$ cat config.mk
export PLATFORM = sky130hd
export DESIGN_NAME = cgh_queue
export DESIGN_NICKNAME = d
export VERILOG_FILES = /design/src/hw/rtl/cgh_pkg.sv /design/src/hw/rtl/cgh_queue.sv
export SDC_FILE = /design/constraint.sdc
export NUM_CORES = 1
export LEC_CHECK = 0
export ABC_AREA = 1
export BUFFER_PORTS_ARGS = -buffer_cell sky130_fd_sc_hd__buf_2
export CORE_MARGIN = 4
export CORE_UTILIZATION = 40
export CTS_CLUSTER_SIZE = 28
export DETAILED_ROUTE_END_ITERATION = 8
export PLACE_DENSITY_LB_ADDON = 0.05
export RECOVER_POWER = 50
export SYNTH_ARGS = -nofsm -noshare
export SYNTH_HDL_FRONTEND = slang
export SYNTH_SLANG_ARGS = --single-unit
$ cat constraint.sdc
create_clock -name clock -period 2.1 [get_ports clock]
set_clock_uncertainty 0.05 [all_clocks]
set_input_delay 0.42 -clock clock [delete_from_list [all_inputs] [get_ports clock]]
set_output_delay 0.42 -clock clock [all_outputs]
set_load 0.01 [all_outputs]
$ cat src/hw/rtl/cgh_pkg.sv
// Types, constants and helper functions of the chaos game histogram unit.
`timescale 1ns / 1ps

package cgh_pkg;

   localparam int GRID_SIZE   = 128;
   localparam int CELL_BITS   = $clog2(GRID_SIZE);
   localparam int GRID_BITS   = CELL_BITS + 1;
   localparam int FRAC_BITS   = 24;
   localparam int POS_WIDTH   = CELL_BITS + FRAC_BITS;
   localparam int COUNT_WIDTH = 32;
   localparam int ADDR_BITS   = 2 * CELL_BITS;
   localparam int CELL_COUNT  = GRID_SIZE * GRID_SIZE;
   localparam int OCC_WIDTH   = ADDR_BITS + 1;

   localparam int CMD_WIDTH       = 2;
   localparam int CODE_WIDTH      = 5;
   localparam int CSR_INDEX_WIDTH = 2;
   localparam int CSR_DATA_WIDTH  = 8;

   localparam int QUEUE_DEPTH     = 4;
   localparam int QUEUE_PTR_BITS  = $clog2(QUEUE_DEPTH);

   localparam logic [COUNT_WIDTH-1:0] COUNT_MAX = '1;

   localparam logic [GRID_BITS-1:0] GRID_RESET = GRID_BITS'(GRID_SIZE);
   localparam logic [GRID_BITS-1:0] GRID_MIN   = GRID_BITS'(2);
   localparam logic [GRID_BITS-1:0] GRID_MAX   = GRID_BITS'(GRID_SIZE);
   localparam logic [POS_WIDTH-1:0] RESET_CENTRE =
      POS_WIDTH'(GRID_SIZE / 2) << FRAC_BITS;
   localparam logic [POS_WIDTH:0] ROUND_HALF = (POS_WIDTH + 1)'(1) << (FRAC_BITS - 1);

   localparam logic [CODE_WIDTH-1:0] NUCLEOTIDE_CODES = CODE_WIDTH'(4);
   localparam logic [CODE_WIDTH-1:0] PROTEIN_CODES    = CODE_WIDTH'(20);

   localparam logic [CMD_WIDTH-1:0] CMD_SYMBOL = 2'd0;
   localparam logic [CMD_WIDTH-1:0] CMD_READ   = 2'd1;
   localparam logic [CMD_WIDTH-1:0] CMD_START  = 2'd2;

   localparam logic [CSR_INDEX_WIDTH-1:0] CSR_ALPHABET = 2'd0;
   localparam logic [CSR_INDEX_WIDTH-1:0] CSR_ROUND    = 2'd1;
   localparam logic [CSR_INDEX_WIDTH-1:0] CSR_GRID     = 2'd2;

   typedef enum logic [1:0] {
      OP_NONE  = 2'd0,
      OP_COUNT = 2'd1,
      OP_READ  = 2'd2,
      OP_CLEAR = 2'd3
   } cgh_op_type;

   typedef struct packed {
      cgh_op_type           kind;
      logic [CELL_BITS-1:0] row;
      logic [CELL_BITS-1:0] col;
   } cgh_entry_type;

   typedef struct packed {
      logic                 alphabet;
      logic                 rnd;
      logic [GRID_BITS-1:0] grid;
   } cgh_cfg_type;

   typedef struct packed {
      logic q_full;
      logic clearing;
   } cgh_flow_type;

   // Protein residues fall into four charge and polarity classes.
   function automatic logic [1:0] protein_class(input logic [CODE_WIDTH-1:0] code);
      logic [1:0] cls;
      unique case (code) inside
         5'd3, 5'd6:                                  cls = 2'd1;
         5'd1, 5'd8, 5'd11:                           cls = 2'd3;
         5'd2, 5'd4, 5'd5, 5'd7, 5'd15, 5'd16, 5'd18: cls = 2'd2;
         default:                                     cls = 2'd0;
      endcase
      return cls;
   endfunction

endpackage

$ cat src/hw/rtl/cgh_queue.sv
// Short first-in first-out queue of operations between front and back end.
`timescale 1ns / 1ps

module cgh_queue import cgh_pkg::*; (
   input  logic          clock,
   input  logic          reset,
   input  logic          push,
   input  cgh_entry_type push_entry,
   input  logic          pop,
   output logic          head_valid,
   output cgh_entry_type head_entry,
   output logic          full
);

   cgh_entry_type             entries_ff [QUEUE_DEPTH];
   logic [QUEUE_PTR_BITS-1:0] rd_ptr_ff, rd_ptr_in;
   logic [QUEUE_PTR_BITS-1:0] wr_ptr_ff, wr_ptr_in;
   logic [QUEUE_PTR_BITS:0]   count_ff, count_in;

   assign head_valid = count_ff != '0;
   assign full       = count_ff == (QUEUE_PTR_BITS + 1)'(QUEUE_DEPTH);
   assign head_entry = entries_ff[rd_ptr_ff];

   always_comb begin
      rd_ptr_in = pop  ? rd_ptr_ff + QUEUE_PTR_BITS'(1) : rd_ptr_ff;
      wr_ptr_in = push ? wr_ptr_ff + QUEUE_PTR_BITS'(1) : wr_ptr_ff;
      count_in  = count_ff;
      if (push && !pop) begin
         count_in = count_ff + (QUEUE_PTR_BITS + 1)'(1);
      end else if (pop && !push) begin
         count_in = count_ff - (QUEUE_PTR_BITS + 1)'(1);
      end
   end

   always_ff @(posedge clock) begin
      if (reset) begin
         rd_ptr_ff <= '0;
         wr_ptr_ff <= '0;
         count_ff  <= '0;
      end else begin
         rd_ptr_ff <= rd_ptr_in;
         wr_ptr_ff <= wr_ptr_in;
         count_ff  <= count_in;
      end
   end

   always_ff @(posedge clock) begin
      if (push) begin
         entries_ff[wr_ptr_ff] <= push_entry;
      end
   end

endmodule

==> results.tsv, run 1 <==
metric	value	unit
#FFs+latches synth	73	
largest net degree at the start of global routing	33	
RSZ-0062 raised after global routing	false	
Synth Net Count	239	
Residual DRC	0	
Rows	30	
WL/cell	15.1	um
# IOs	38	
EDFF count, synth	64	
yosys warns	0	
# H-tree levels	3	
CTS Hold Bufs	0	
Vias	1725	
Clock Latency Late Sink	340	ps
ys async rst share	0	%
LEAKAGE	1.23	nW
clock sinks	73	
critical path type	reg -> out	
total negative setup slack	0	ps
WP data required	1630	ps
crit path time final	1910	ps
Avg Inst Size Synth	13.2	um^2
ant diodes	0	
design area	3320	um^2
Core Region	6790	um^2
Layout area overhead	18.6	%
most frequent cells after synthesis	edfxtp_1, nor2_1, o21ai_1	
GRT Overall Usage	13.9	%
Core Util, Final	48.9	%
status	complete, no violations	
CTS buffer count	9	
fin. max-slew vios	0	
Mapped Cells	213	
Die Ht	91.7	um
Initial Util	41.3	%
Tot Pwr	3.09	mW
dpl ws	425	ps
Clock Tree Buf Depth	2	
IO buf count	37	
first-pass GRT wire length	8690	um
crit path max fanout	32	
Via density	4.75	
Final setup viols	0	
final worst-path cycle share	90.8	%
top-count cell post-synth	edfxtp_1	
Max Freq	0.524	GHz
die area	8410	um^2
worst-margin pin slew	514	ps
slew margin rel.	65.7	%
placed cell area	3140	um^2
final hold violations	0	
Final #Nets	288	
initial antenna violation count	0	
antenna-violating nets left	0	
layout cells sized above 1	16.9	%
DRT Pass-1 Iters	4	
gr ovfl total	0	
peak supply drop	0.000438	V
Post-synth top flop	edfxtp_1	
area leader, netlist	edfxtp_1	
endpoint type of the worst setup path	output port	
library cells used by synthesis	18	
clk root buf	clkbuf_8	
drt total wl	5460	um
sequential-to-total area share from yosys stat	75.0	%
Min-Delay Path Class	in -> reg	
DIE WIDTH	91.7	um
# Post-CTS Setup Buffers	0	
Hold Slack	195	ps
GPL Wtd Cong	0.702	
post-synth top area share	68.6	%
ranking of synthesized cells by area	edfxtp_1, dfxtp_1, nor2_1	
vias in the first global route	1711	
CTS tree	done	
arrival time worst endpoint	1440	ps
DRT iter0 DRCs	63	
non-filler cells, final	363	
setup ws final	193	ps
post-CTS sizing	0	
Fillers	626	
Clock transition at path regs	70	ps
mapped cell area	2800	um^2
nature of the critical path startpoint	register	
maxcap violations	0	
placed cell count	347	
DP Wirelength	3510	um
power per cell area	930	nW/um^2
[placed cells by master (no fill, tap or decap)]
cell,netlist,layout
o22ai_1,16,16
clkbuf_8,0,11
ha_1,5,5
nor3_1,1,1
dfxtp_1,9,8
nand4_1,1,1
edfxtp_1,64,64
inv_4,0,1
fa_1,1,1
o21ai_1,28,28
clkinv_2,0,2
buf_6,0,1
nor2_1,39,39
xor2_1,1,1
inv_2,2,1
inv_1,15,15
buf_12,0,1
buf_2,6,20
nand2_1,10,10
a21oi_1,3,3
nand3_1,1,1
bufinv_16,0,1
o21ai_0,9,9
clkbuf_1,0,20
buf_4,2,6
dfxtp_2,0,1
[final timing paths]
kind,start,end,slack (ps),cells past startpoint
hold / removal,reset,count_ff[0],190,2
hold reg to reg,rd_ptr_ff[1],register,410,1
setup reg to reg,wr_ptr_ff[0],entries_ff[0][10],590,5
setup / recovery,register,head_entry[15],190,4
[final cells by class]
class	count	area, um^2	share of cell area (%)
clock buffers	13	159	4.78
clock inverters	3	40.0	1.20
inverters	17	66.3	1.99
multi-input cells	115	592	17.8
flip-flops and latches	73	2100	63.3
well taps	96	120	3.61
repair buffers	46	244	7.34
[routing by layer]
metal	track usage, %	up-vias	wire, um
li1	-	864	-
met1	18.7	811	2580
met2	20.8	37	2530
met3	3.36	13	228
met4	7.43	0	125
met5	0	-	0
[worst max-delay path, cell delays in order, from the launching register on]
cell	delay [ps]
dfxtp_1	390
buf_6	260
o21ai_1	100
o22ai_1	180
buf_2	160
[cell families after synthesis]
group                      after synthesis  share of synthesized area [%]
DFF                                     73                           75.0
and+or+nand+nor                         52                           7.14
adders and majority gates                6                           2.95
AOI/OAI and AO/OA                       56                           10.7
xor gates and xnor gates                 1                          0.313
buffers and inverters                   25                           3.88
[registers in the layout, indices dropped and copies added (netlist names), named ones only]
name	cells
entries_ff	64
rd_ptr_ff	2
wr_ptr_ff	2
count_ff	3
[power by group]
group          internal, mW  leakage [nW]  switching [mW]
sequential             1.65         0.663          0.0284
clock                 0.611         0.103           0.480
combinational         0.120         0.467           0.204
total                  2.38          1.23           0.713
No activity file was read; power rests on OpenSTA's default activity.
==> run 2: changes to the inputs <==
Settings changed: CORE_ASPECT_RATIO set to 0.8, CORE_UTILIZATION 40 to 50.
==> run 2 against run 1 <==
Compared with the run above: critical path depth is the same; via count down 3.5%; wire length shrank 11%; utilization up 13 points.
==> results.tsv, run 2 (synthesis results as in run 1) <==
metric	value	unit
drt total wl	4850	um
r2r startpoint	wr_ptr_ff[0]	
final hold violations	0	
Final #Nets	286	
clock sinks	73	
Largest regs	entries_ff x64, count_ff x3	
peak supply drop	0.000537	V
crit path max fanout	32	
hold-critical path depth	2	
Sw Ratio	22.1	%
crit path time final	1940	ps
Reg2Reg Capture Point	entries_ff[0][15]	
Clock Latency Late Sink	340	ps
ant diodes	0	
CTS buffer count	9	
Core Region	5440	um^2
Via density	4.85	
arrival time worst endpoint	1470	ps
worst-margin pin slew	324	ps
# Post-CTS Setup Buffers	0	
power per cell area	981	nW/um^2
slew margin rel.	78.4	%
maxcap violations	0	
most frequent cells in the layout	edfxtp_1, nor2_1, o21ai_1	
combinational power share	9.8	%
Biggest register	entries_ff	
worst hold endpoint	count_ff[0]	
gr ovfl total	0	
Rows	24	
register area	2100	um^2
endpoint type of the worst setup path	output port	
layout cells sized above 1	16.6	%
nature of the critical path startpoint	register	
Residual DRC	0	
sw power	724	uW
first-pass GRT wire length	7890	um
DRT Pass-1 Iters	6	
WL/cell	14.1	um
Layout area overhead	19.3	%
DIE WIDTH	91.7	um
Initial Util	51.6	%
Final setup viols	0	
# IOs	38	
Clock transition at path regs	70	ps
IO buf count	37	
R2R cell count	5	
die area	6870	um^2
sequential share of power	51.1	%
r2r setup slk	660	ps
Clock Tree Buf Depth	2	
clk root buf	clkbuf_8	
# H-tree levels	3	
Die Ht	75.0	um
final worst-path cycle share	92.1	%
largest net degree at the start of global routing	33	
max reg flops	64	
critical path type	reg -> out	
min-delay src	reset	
antenna-violating nets left	0	
Fillers	448	
vias in the first global route	1599	
initial antenna violation count	0	
Multi-input gate area	592	um^2
CTS tree	done	
RSZ-0062 raised after global routing	false	
GRT Overall Usage	15.7	%
Clk pwr share	39.1	%
most common cell after layout, fill and taps aside	edfxtp_1	
Min-Delay Path Class	in -> reg	
DP Wirelength	2990	um
total negative setup slack	0	ps
WP data required	1630	ps
status	complete, no violations	
DRT iter0 DRCs	56	
Vias	1665	
GPL Wtd Cong	0.689	
Internal	2.56	mW
fin. max-slew vios	0	
LEAKAGE	1.24	nW
Max Freq	0.517	GHz
Tot Pwr	3.28	mW
==> run 2: timing repair <==
action	in CTS	in global routing
gates resized for setup	0	2
hold buffers	0	0
endpoints found under the hold margin	0	0
endpoints found under the setup margin	0	1
==> run 2: critical path: stages, from the launching register on <==
cell and delay, ps:
dfxtp_1 390, buf_6 270, o21ai_1 110, o22ai_1 190, buf_2 170
==> run 2: per-stage QoR <==
stage	cells	hold WS, ps	worst slack [ps]	util, %	instance area, um^2
3_3_place_gp	327	383	471	57.4	3120
2_1_floorplan	213	362	629	-	2800
4_1_cts	343	177	116	61.8	3360
3_5_place_dp	327	391	432	57.4	3120
5_1_grt	343	171	7.74	61.5	3340
6_report	343	193	165	61.5	3340
==> run 2: worst max path at each step <==
stage	to	slack, ps	cells after the start
2_1_floorplan	count_ff[2]	630	10
6_report	head_entry[15]	160	4
3_5_place_dp	count_ff[2]	430	10
5_1_grt	head_entry[15]	8	4
3_3_place_gp	count_ff[2]	470	11
4_1_cts	head_entry[4]	120	4
==> run 2: routing by layer <==
layer  vias to the layer above  global-route usage [%]  part of all wire (%)
met2                        33                    25.4                    46
met1                       767                    20.0                    47
met3                         5                    5.99                   5.6
li1                        860                       -                     -
met4                         0                    4.94                  0.80
met5                         -                       0                     0
==> run 2: final cells by class <==
type,count,area share [%]
inverter,17,1.98
clock buffer,9,3.70
multi-input combinational,115,17.7
clock inverter,7,3.52
sequential,73,62.9
timing repair buffer,44,7.33
tap,78,2.92
==> run 2: power groups by stage <==
stage | logic, mW | registers, mW | clock network [mW]
global placement | 0.326 | 1.71 | 0
detailed placement | 0.329 | 1.71 | 0
global route | 0.365 | 1.68 | 1.39
floorplan | 0.192 | 1.70 | 0
finish | 0.321 | 1.68 | 1.28
CTS | 0.330 | 1.67 | 1.31
