`src/hw/rtl/cgh_pkg.sv`:
```
// Types, constants and helper functions of the chaos game histogram unit.
`timescale 1ns / 1ps

package cgh_pkg;

   localparam int GRID_SIZE   = 128;
   localparam int CELL_BITS   = $clog2(GRID_SIZE);
   localparam int GRID_BITS   = CELL_BITS + 1;
   localparam int FRAC_BITS   = 24;
   localparam int POS_WIDTH   = CELL_BITS + FRAC_BITS;
   localparam int COUNT_WIDTH = 32;
   localparam int ADDR_BITS   = 2 * CELL_BITS;
   localparam int CELL_COUNT  = GRID_SIZE * GRID_SIZE;
   localparam int OCC_WIDTH   = ADDR_BITS + 1;

   localparam int CMD_WIDTH       = 2;
   localparam int CODE_WIDTH      = 5;
   localparam int CSR_INDEX_WIDTH = 2;
   localparam int CSR_DATA_WIDTH  = 8;

   localparam int QUEUE_DEPTH     = 4;
   localparam int QUEUE_PTR_BITS  = $clog2(QUEUE_DEPTH);

   localparam logic [COUNT_WIDTH-1:0] COUNT_MAX = '1;

   localparam logic [GRID_BITS-1:0] GRID_RESET = GRID_BITS'(GRID_SIZE);
   localparam logic [GRID_BITS-1:0] GRID_MIN   = GRID_BITS'(2);
   localparam logic [GRID_BITS-1:0] GRID_MAX   = GRID_BITS'(GRID_SIZE);
   localparam logic [POS_WIDTH-1:0] RESET_CENTRE =
      POS_WIDTH'(GRID_SIZE / 2) << FRAC_BITS;
   localparam logic [POS_WIDTH:0] ROUND_HALF = (POS_WIDTH + 1)'(1) << (FRAC_BITS - 1);

   localparam logic [CODE_WIDTH-1:0] NUCLEOTIDE_CODES = CODE_WIDTH'(4);
   localparam logic [CODE_WIDTH-1:0] PROTEIN_CODES    = CODE_WIDTH'(20);

   localparam logic [CMD_WIDTH-1:0] CMD_SYMBOL = 2'd0;
   localparam logic [CMD_WIDTH-1:0] CMD_READ   = 2'd1;
   localparam logic [CMD_WIDTH-1:0] CMD_START  = 2'd2;

   localparam logic [CSR_INDEX_WIDTH-1:0] CSR_ALPHABET = 2'd0;
   localparam logic [CSR_INDEX_WIDTH-1:0] CSR_ROUND    = 2'd1;
   localparam logic [CSR_INDEX_WIDTH-1:0] CSR_GRID     = 2'd2;

   typedef enum logic [1:0] {
      OP_NONE  = 2'd0,
      OP_COUNT = 2'd1,
      OP_READ  = 2'd2,
      OP_CLEAR = 2'd3
   } cgh_op_type;

   typedef struct packed {
      cgh_op_type           kind;
      logic [CELL_BITS-1:0] row;
      logic [CELL_BITS-1:0] col;
   } cgh_entry_type;

   typedef struct packed {
      logic                 alphabet;
      logic                 rnd;
      logic [GRID_BITS-1:0] grid;
   } cgh_cfg_type;

   typedef struct packed {
      logic q_full;
      logic clearing;
   } cgh_flow_type;

   // Protein residues fall into four charge and polarity classes.
   function automatic logic [1:0] protein_class(input logic [CODE_WIDTH-1:0] code);
      logic [1:0] cls;
      unique case (code) inside
         5'd3, 5'd6:                                  cls = 2'd1;
         5'd1, 5'd8, 5'd11:                           cls = 2'd3;
         5'd2, 5'd4, 5'd5, 5'd7, 5'd15, 5'd16, 5'd18: cls = 2'd2;
         default:                                     cls = 2'd0;
      endcase
      return cls;
   endfunction

endpackage

```
`src/hw/rtl/cgh_interfaces.sv`:
```
// Request and response channel interfaces of the histogram unit.
`timescale 1ns / 1ps

interface cgh_req_if import cgh_pkg::*; ();
   logic                  valid;
   logic                  ready;
   logic [CMD_WIDTH-1:0]  command;
   logic [CODE_WIDTH-1:0] symbol_code;
   logic [CELL_BITS-1:0]  read_row;
   logic [CELL_BITS-1:0]  read_col;

   modport source (output valid, command, symbol_code, read_row, read_col, input ready);
   modport sink   (input valid, command, symbol_code, read_row, read_col, output ready);
endinterface


```
`src/hw/rtl/cgh_front.sv`:
```
// Front end: accepts requests, classifies symbols and moves the point.
`timescale 1ns / 1ps

module cgh_front import cgh_pkg::*; (
   input  logic          clock,
   input  logic          reset,
   cgh_req_if.sink       req_bus,
   input  cgh_cfg_type   cfg,
   input  cgh_flow_type  flow,
   output logic          push,
   output cgh_entry_type push_entry
);

   logic [POS_WIDTH-1:0] pos_x_ff, pos_x_in;
   logic [POS_WIDTH-1:0] pos_y_ff, pos_y_in;

   logic                 accept;
   logic                 sym_ok;
   logic [1:0]           cls;
   logic [GRID_BITS-1:0] g_eff;
   logic [CELL_BITS-1:0] g_last;
   logic [POS_WIDTH-1:0] far_edge;
   logic [POS_WIDTH-1:0] corner_x, corner_y, centre;
   logic [POS_WIDTH:0]   sum_x, sum_y;
   logic [POS_WIDTH-1:0] step_x, step_y;

   // Maps a position to its cell, by floor or by round-half-up, clamped to the grid.
   function automatic logic [CELL_BITS-1:0] to_cell(input logic [POS_WIDTH-1:0] p,
                                                    input logic rnd,
                                                    input logic [CELL_BITS-1:0] last);
      logic [POS_WIDTH:0]   biased;
      logic [GRID_BITS-1:0] c;
      biased = {1'b0, p} + (rnd ? ROUND_HALF : '0);
      c      = biased[POS_WIDTH:FRAC_BITS];
      return (c > {1'b0, last}) ? last : c[CELL_BITS-1:0];
   endfunction

   assign req_bus.ready = !flow.q_full && !flow.clearing;
   assign accept        = req_bus.valid && req_bus.ready;
   assign push          = accept;

   always_comb begin
      if (cfg.grid < GRID_MIN) begin
         g_eff = GRID_MIN;
      end else if (cfg.grid > GRID_MAX) begin
         g_eff = GRID_MAX;
      end else begin
         g_eff = cfg.grid;
      end
      g_last   = CELL_BITS'(g_eff - GRID_BITS'(1));
      far_edge = {g_last, {FRAC_BITS{1'b0}}};
      centre   = {g_eff[GRID_BITS-1:1], {FRAC_BITS{1'b0}}};

      if (cfg.alphabet) begin
         sym_ok = req_bus.symbol_code < PROTEIN_CODES;
         cls    = protein_class(req_bus.symbol_code);
      end else begin
         sym_ok = req_bus.symbol_code < NUCLEOTIDE_CODES;
         cls    = req_bus.symbol_code[1:0];
      end

      // Classes two and three sit on the far x edge; one and two on the far y edge.
      corner_x = cls[1] ? far_edge : '0;
      corner_y = (cls[1] ^ cls[0]) ? far_edge : '0;
      sum_x    = {1'b0, corner_x} + {1'b0, pos_x_ff};
      sum_y    = {1'b0, corner_y} + {1'b0, pos_y_ff};
      step_x   = sum_x[POS_WIDTH:1];
      step_y   = sum_y[POS_WIDTH:1];

      pos_x_in   = pos_x_ff;
      pos_y_in   = pos_y_ff;
      push_entry = '{kind: OP_NONE, row: '0, col: '0};

      if (accept) begin
         unique case (req_bus.command)
            CMD_SYMBOL: begin
               if (sym_ok) begin
                  pos_x_in   = step_x;
                  pos_y_in   = step_y;
                  push_entry = '{kind: OP_COUNT,
                                 row:  to_cell(step_x, cfg.rnd, g_last),
                                 col:  to_cell(step_y, cfg.rnd, g_last)};
               end
            end
            CMD_READ: begin
               push_entry = '{kind: OP_READ, row: req_bus.read_row, col: req_bus.read_col};
            end
            CMD_START: begin
               pos_x_in   = centre;
               pos_y_in   = centre;
               push_entry = '{kind: OP_CLEAR, row: '0, col: '0};
            end
            default: begin
               push_entry = '{kind: OP_NONE, row: '0, col: '0};
            end
         endcase
      end
   end

   always_ff @(posedge clock) begin
      if (reset) begin
         pos_x_ff <= RESET_CENTRE;
         pos_y_ff <= RESET_CENTRE;
      end else begin
         pos_x_ff <= pos_x_in;
         pos_y_ff <= pos_y_in;
      end
   end

endmodule

```
`src/flat_wrapper.sv`:
```
// flat-port wrapper written by rule: the top's interface ports become plain ports
module cgh_front_flat import cgh_pkg::*;
  (clock, reset, cfg, flow, push, push_entry, req_bus_valid, req_bus_command, req_bus_symbol_code, req_bus_read_row, req_bus_read_col, req_bus_ready);
  cgh_req_if req_bus_i ();
  input  logic clock;
  input  logic reset;
  input  cgh_cfg_type cfg;
  input  cgh_flow_type flow;
  output logic push;
  output cgh_entry_type push_entry;
  input wire logic [$bits(req_bus_i.valid)-1:0] req_bus_valid;
  input wire logic [$bits(req_bus_i.command)-1:0] req_bus_command;
  input wire logic [$bits(req_bus_i.symbol_code)-1:0] req_bus_symbol_code;
  input wire logic [$bits(req_bus_i.read_row)-1:0] req_bus_read_row;
  input wire logic [$bits(req_bus_i.read_col)-1:0] req_bus_read_col;
  output wire logic [$bits(req_bus_i.ready)-1:0] req_bus_ready;
  assign req_bus_i.valid = req_bus_valid;
  assign req_bus_i.command = req_bus_command;
  assign req_bus_i.symbol_code = req_bus_symbol_code;
  assign req_bus_i.read_row = req_bus_read_row;
  assign req_bus_i.read_col = req_bus_read_col;
  assign req_bus_ready = req_bus_i.ready;
  cgh_front u_core (.clock(clock), .reset(reset), .req_bus(req_bus_i), .cfg(cfg), .flow(flow), .push(push), .push_entry(push_entry));
endmodule
```
`config.mk`:
```
export PLATFORM = sky130hd
export DESIGN_NAME = cgh_front_flat
export DESIGN_NICKNAME = d
export VERILOG_FILES = /design/src/hw/rtl/cgh_pkg.sv /design/src/hw/rtl/cgh_interfaces.sv /design/src/hw/rtl/cgh_front.sv /design/src/flat_wrapper.sv
export SDC_FILE = /design/constraint.sdc
export NUM_CORES = 1
export LEC_CHECK = 0
export ABC_AREA = 1
export BUFFER_PORTS_ARGS = -buffer_cell sky130_fd_sc_hd__buf_4
export CAP_MARGIN = 20
export CORE_MARGIN = 2
export CORE_UTILIZATION = 57
export DETAILED_ROUTE_END_ITERATION = 7
export PLACE_DENSITY = 0.88
export SETUP_SLACK_MARGIN = 0.5
export SYNTH_ARGS = -nofsm -noshare
export SYNTH_HDL_FRONTEND = slang
export SYNTH_SLANG_ARGS = --single-unit
```
`constraint.sdc`:
```
create_clock -name clock -period 6.7 [get_ports clock]
set_clock_uncertainty 0.15 [all_clocks]
set_input_delay 0.67 -clock clock [delete_from_list [all_inputs] [get_ports clock]]
set_output_delay 0.67 -clock clock [all_outputs]
set_load 0.005 [all_outputs]
```
==> results.toml <==
[run_status]
status = "finished clean"

[critical_path]
slowest_stage = "fa_1"
critical_path_required_ps = 5880
crit_fanout = 7
endpoint_kind = "output port"
slowest_delay_ps = 560
crit_arrival_ps = 4930
crit_top_cell = "nand2_1"
crit_type = "in -> out"
critPathLaunchType = "input port"

[grt]
met3_usage_pct = 3.41
grtUsageTotal_pct = 28.7
antenna_found_initial = 0
grt_first_pass_wirelength_mm = 14.2
grt_max_degree = 21
grt_pass1_vias = 3229
grt_busiest_layer = "met2"
gr-usage-met1_pct = 35.3
use_met2_pct = 52.7
overflow = 0

[synthesis]
synth_cells = 517
synth_ff_type = "dfxtp_1"
yosysTopAreaCell = "nand2_1"
synth_common_cells = "nand2_1 (135), inv_1 (75), nand3_1 (51), a21oi_1 (42), nor2_1 (39)"
synth_most_common_cell = "nand2_1"
synthTopCellsByArea = "nand2_1 (17%), ha_1 (14%), inv_1 (9.3%), dfxtp_1 (9.3%), nand3_1 (8.4%)"
ys_types = 41
ys_warn_count = 0
synth_top_area_share_pct = 16.7
async_flop_share_pct = 0
seq_area_frac_synth_pct = 9.26
netlist_area_um2 = 3030
synth_edf_count = 0
synth_area_per_cell_um2 = 5.85
ys_ff_latch = 14
syn-num-nets = 590

[sta]
fin_setup_tns_ps = 0
slew_headroom_pct = 61.8
hold_violations = 0
period_minus_slack_ps = 5750
final_max_slew_viol_count = 0
fin_crit_sh_pct = 85.8
setup_violations = 0
tightest_slew_ps = 573
fmax_mhz = 174
hold_slack_ps = 364
rsz0062_at_grt = "no"
worst_slack_ps = 952

[detailed_routing]
dr_total_vias = 3506
drt_iter0_markers = 196
ant_nets = 0
wirelength_mm = 8.59
avgViaCountPerCell = 5.49
routedWlPerCell_um = 13.4
dr.pass1.iters = 5
drc = 0

[cts]
hold_buffers = 0
insertion_delay_ps = 250
cts_tree = "yes"
path_clk_slew_ps = 60
htree_levels = 1
clock-sinks = 14
ctsRootBufferMaster = "clkbuf_8"
ctsLongestPathBuffers = 2
cts_buffers = 3

[pwr]
power.internal_mw = 0.243
powerDensity_nw_per_um2 = 132
power_frac_comb_pct = 66.6
power.share.sequential_pct = 18.4
power_mw = 0.472
p_leak_nw = 1.95
p_sw_mw = 0.229
clkPwrFrac_pct = 15.0
ir_worst_vdd_mv = 0.0865
swShare_pct = 48.6

[placed_design]
port_buffers = 53
dp_cells = 633
place_congestion = 0.975
dp_hpwl_mm = 6.90
pre_cts_slack_ps = 738
placed_cell_area_um2 = 3470

[floorplanning]
dieArea_um2 = 5910
die_h_um = 76.9
num_io_pins = 54
die_w_um = 76.9
rows = 26
fp.coreArea_um2 = 5110
start_util_pct = 59.2

[layout]
final_util_pct = 69.9
area_growth_pct = 18.1
fin_cells = 639
nFillCells = 466
drive_above_1_share_pct = 22.0
post-route-cell-area_um2 = 3570
nets = 644
antennaDiodeCount = 0

[flow_run]
drv_cap = 0

[worst_hold_path]
hp-class = "reg -> reg"
sequential cells by signal, indices dropped and copies added (netlist names):
name	count
u_core.pos_y_ff	7
u_core.pos_x_ff	7
power by group through the flow:
stage          registers [mW]  clock network, mW  logic [mW]
2_1_floorplan          0.0880                  0       0.219
3_3_place_gp           0.0884                  0       0.292
3_5_place_dp           0.0884                  0       0.298
4_1_cts                0.0866             0.0696       0.300
5_1_grt                0.0868             0.0725       0.356
6_report               0.0867             0.0707       0.314
routing by layer:
layer  up-vias  part of all wire, %
met4         0                  1.4
met3        18                  7.8
met2       172                   48
met1      1543                   43
met5         -                    0
li1       1773                    -
cell families (layout without fill, tap and decap cells):
| logic type | after synthesis | count (layout) | share of synthesized area [%] |
|---|---|---|---|
| buffers and inverters | 95 | 147 | 12.4 |
| AO/OA/AOI/OAI | 78 | 78 | 13.6 |
| flip-flops | 14 | 14 | 9.26 |
| XOR/XNOR | 10 | 10 | 3.64 |
| adder cells (fa/ha/maj) | 38 | 38 | 16.2 |
| AND/OR/NAND/NOR | 282 | 282 | 44.8 |
final cells by class:
class | count | area [um2] | area share (%)
Multi-Input combinational cell | 408 | 2400 | 67.3
Tap cell | 70 | 87.6 | 2.45
Timing Repair Buffer | 58 | 435 | 12.2
Clock buffer | 3 | 41.3 | 1.16
Inverter | 86 | 324 | 9.07
Sequential cell | 14 | 280 | 7.85
cells in the final DEF, fill, tap and decap left out, types with 2 or more instances in the layout:
master	Yosys	final
nand4_1	9	9
nand2_4	5	6
nand3_1	51	51
o21bai_1	2	2
fa_1	2	2
o21ai_1	3	2
o21ai_0	22	22
nand3_2	6	6
nor2_2	5	6
inv_2	10	10
nand3b_2	2	2
xor2_2	2	2
inv_1	75	75
a31oi_1	5	5
nor2_4	3	3
nand2_2	18	18
o21ai_2	1	2
a21oi_1	42	42
ha_1	35	34
dfxtp_1	14	14
nor3_1	3	3
nor2_1	39	38
xor2_1	5	4
buf_4	1	58
clkbuf_8	0	3
nand2_1	135	134
xnor2_1	2	2
repair_timing:
| item | CTS | global route |
|---|---|---|
| gates resized for setup | 0 | 7 |
| buffers inserted | 0 | 3 |
| endpoints found under the setup margin | 0 | 14 |
worst paths after layout:
| check | slack [ps] | depth (start not counted) | endpoint | start |
|---|---|---|---|---|
| min reg2reg | 360 | 2 | u_core.pos_x_ff[25]$_SDFFE_PP0P_ | u_core.pos_x_ff[25]$_SDFFE_PP0P_ |
| max reg2reg | 4630 | 10 | u_core.pos_x_ff[29]$_SDFFE_PP0P_ | u_core.pos_x_ff[24]$_SDFFE_PP0P_ |
| min | 360 | 2 | u_core.pos_x_ff[25]$_SDFFE_PP0P_ | u_core.pos_x_ff[25]$_SDFFE_PP0P_ |
| max | 950 | 31 | push_entry[0] | req_bus_symbol_code[3] |
worst max-delay path, delay by kind of cell:
kind	cells	cell delay, ps
xor+xnor	2	480
buf+inv	5	430
simple gates	17	1670
compound gates	3	390
fa+ha+maj	4	1280
No activity file was read; power rests on OpenSTA's default activity.
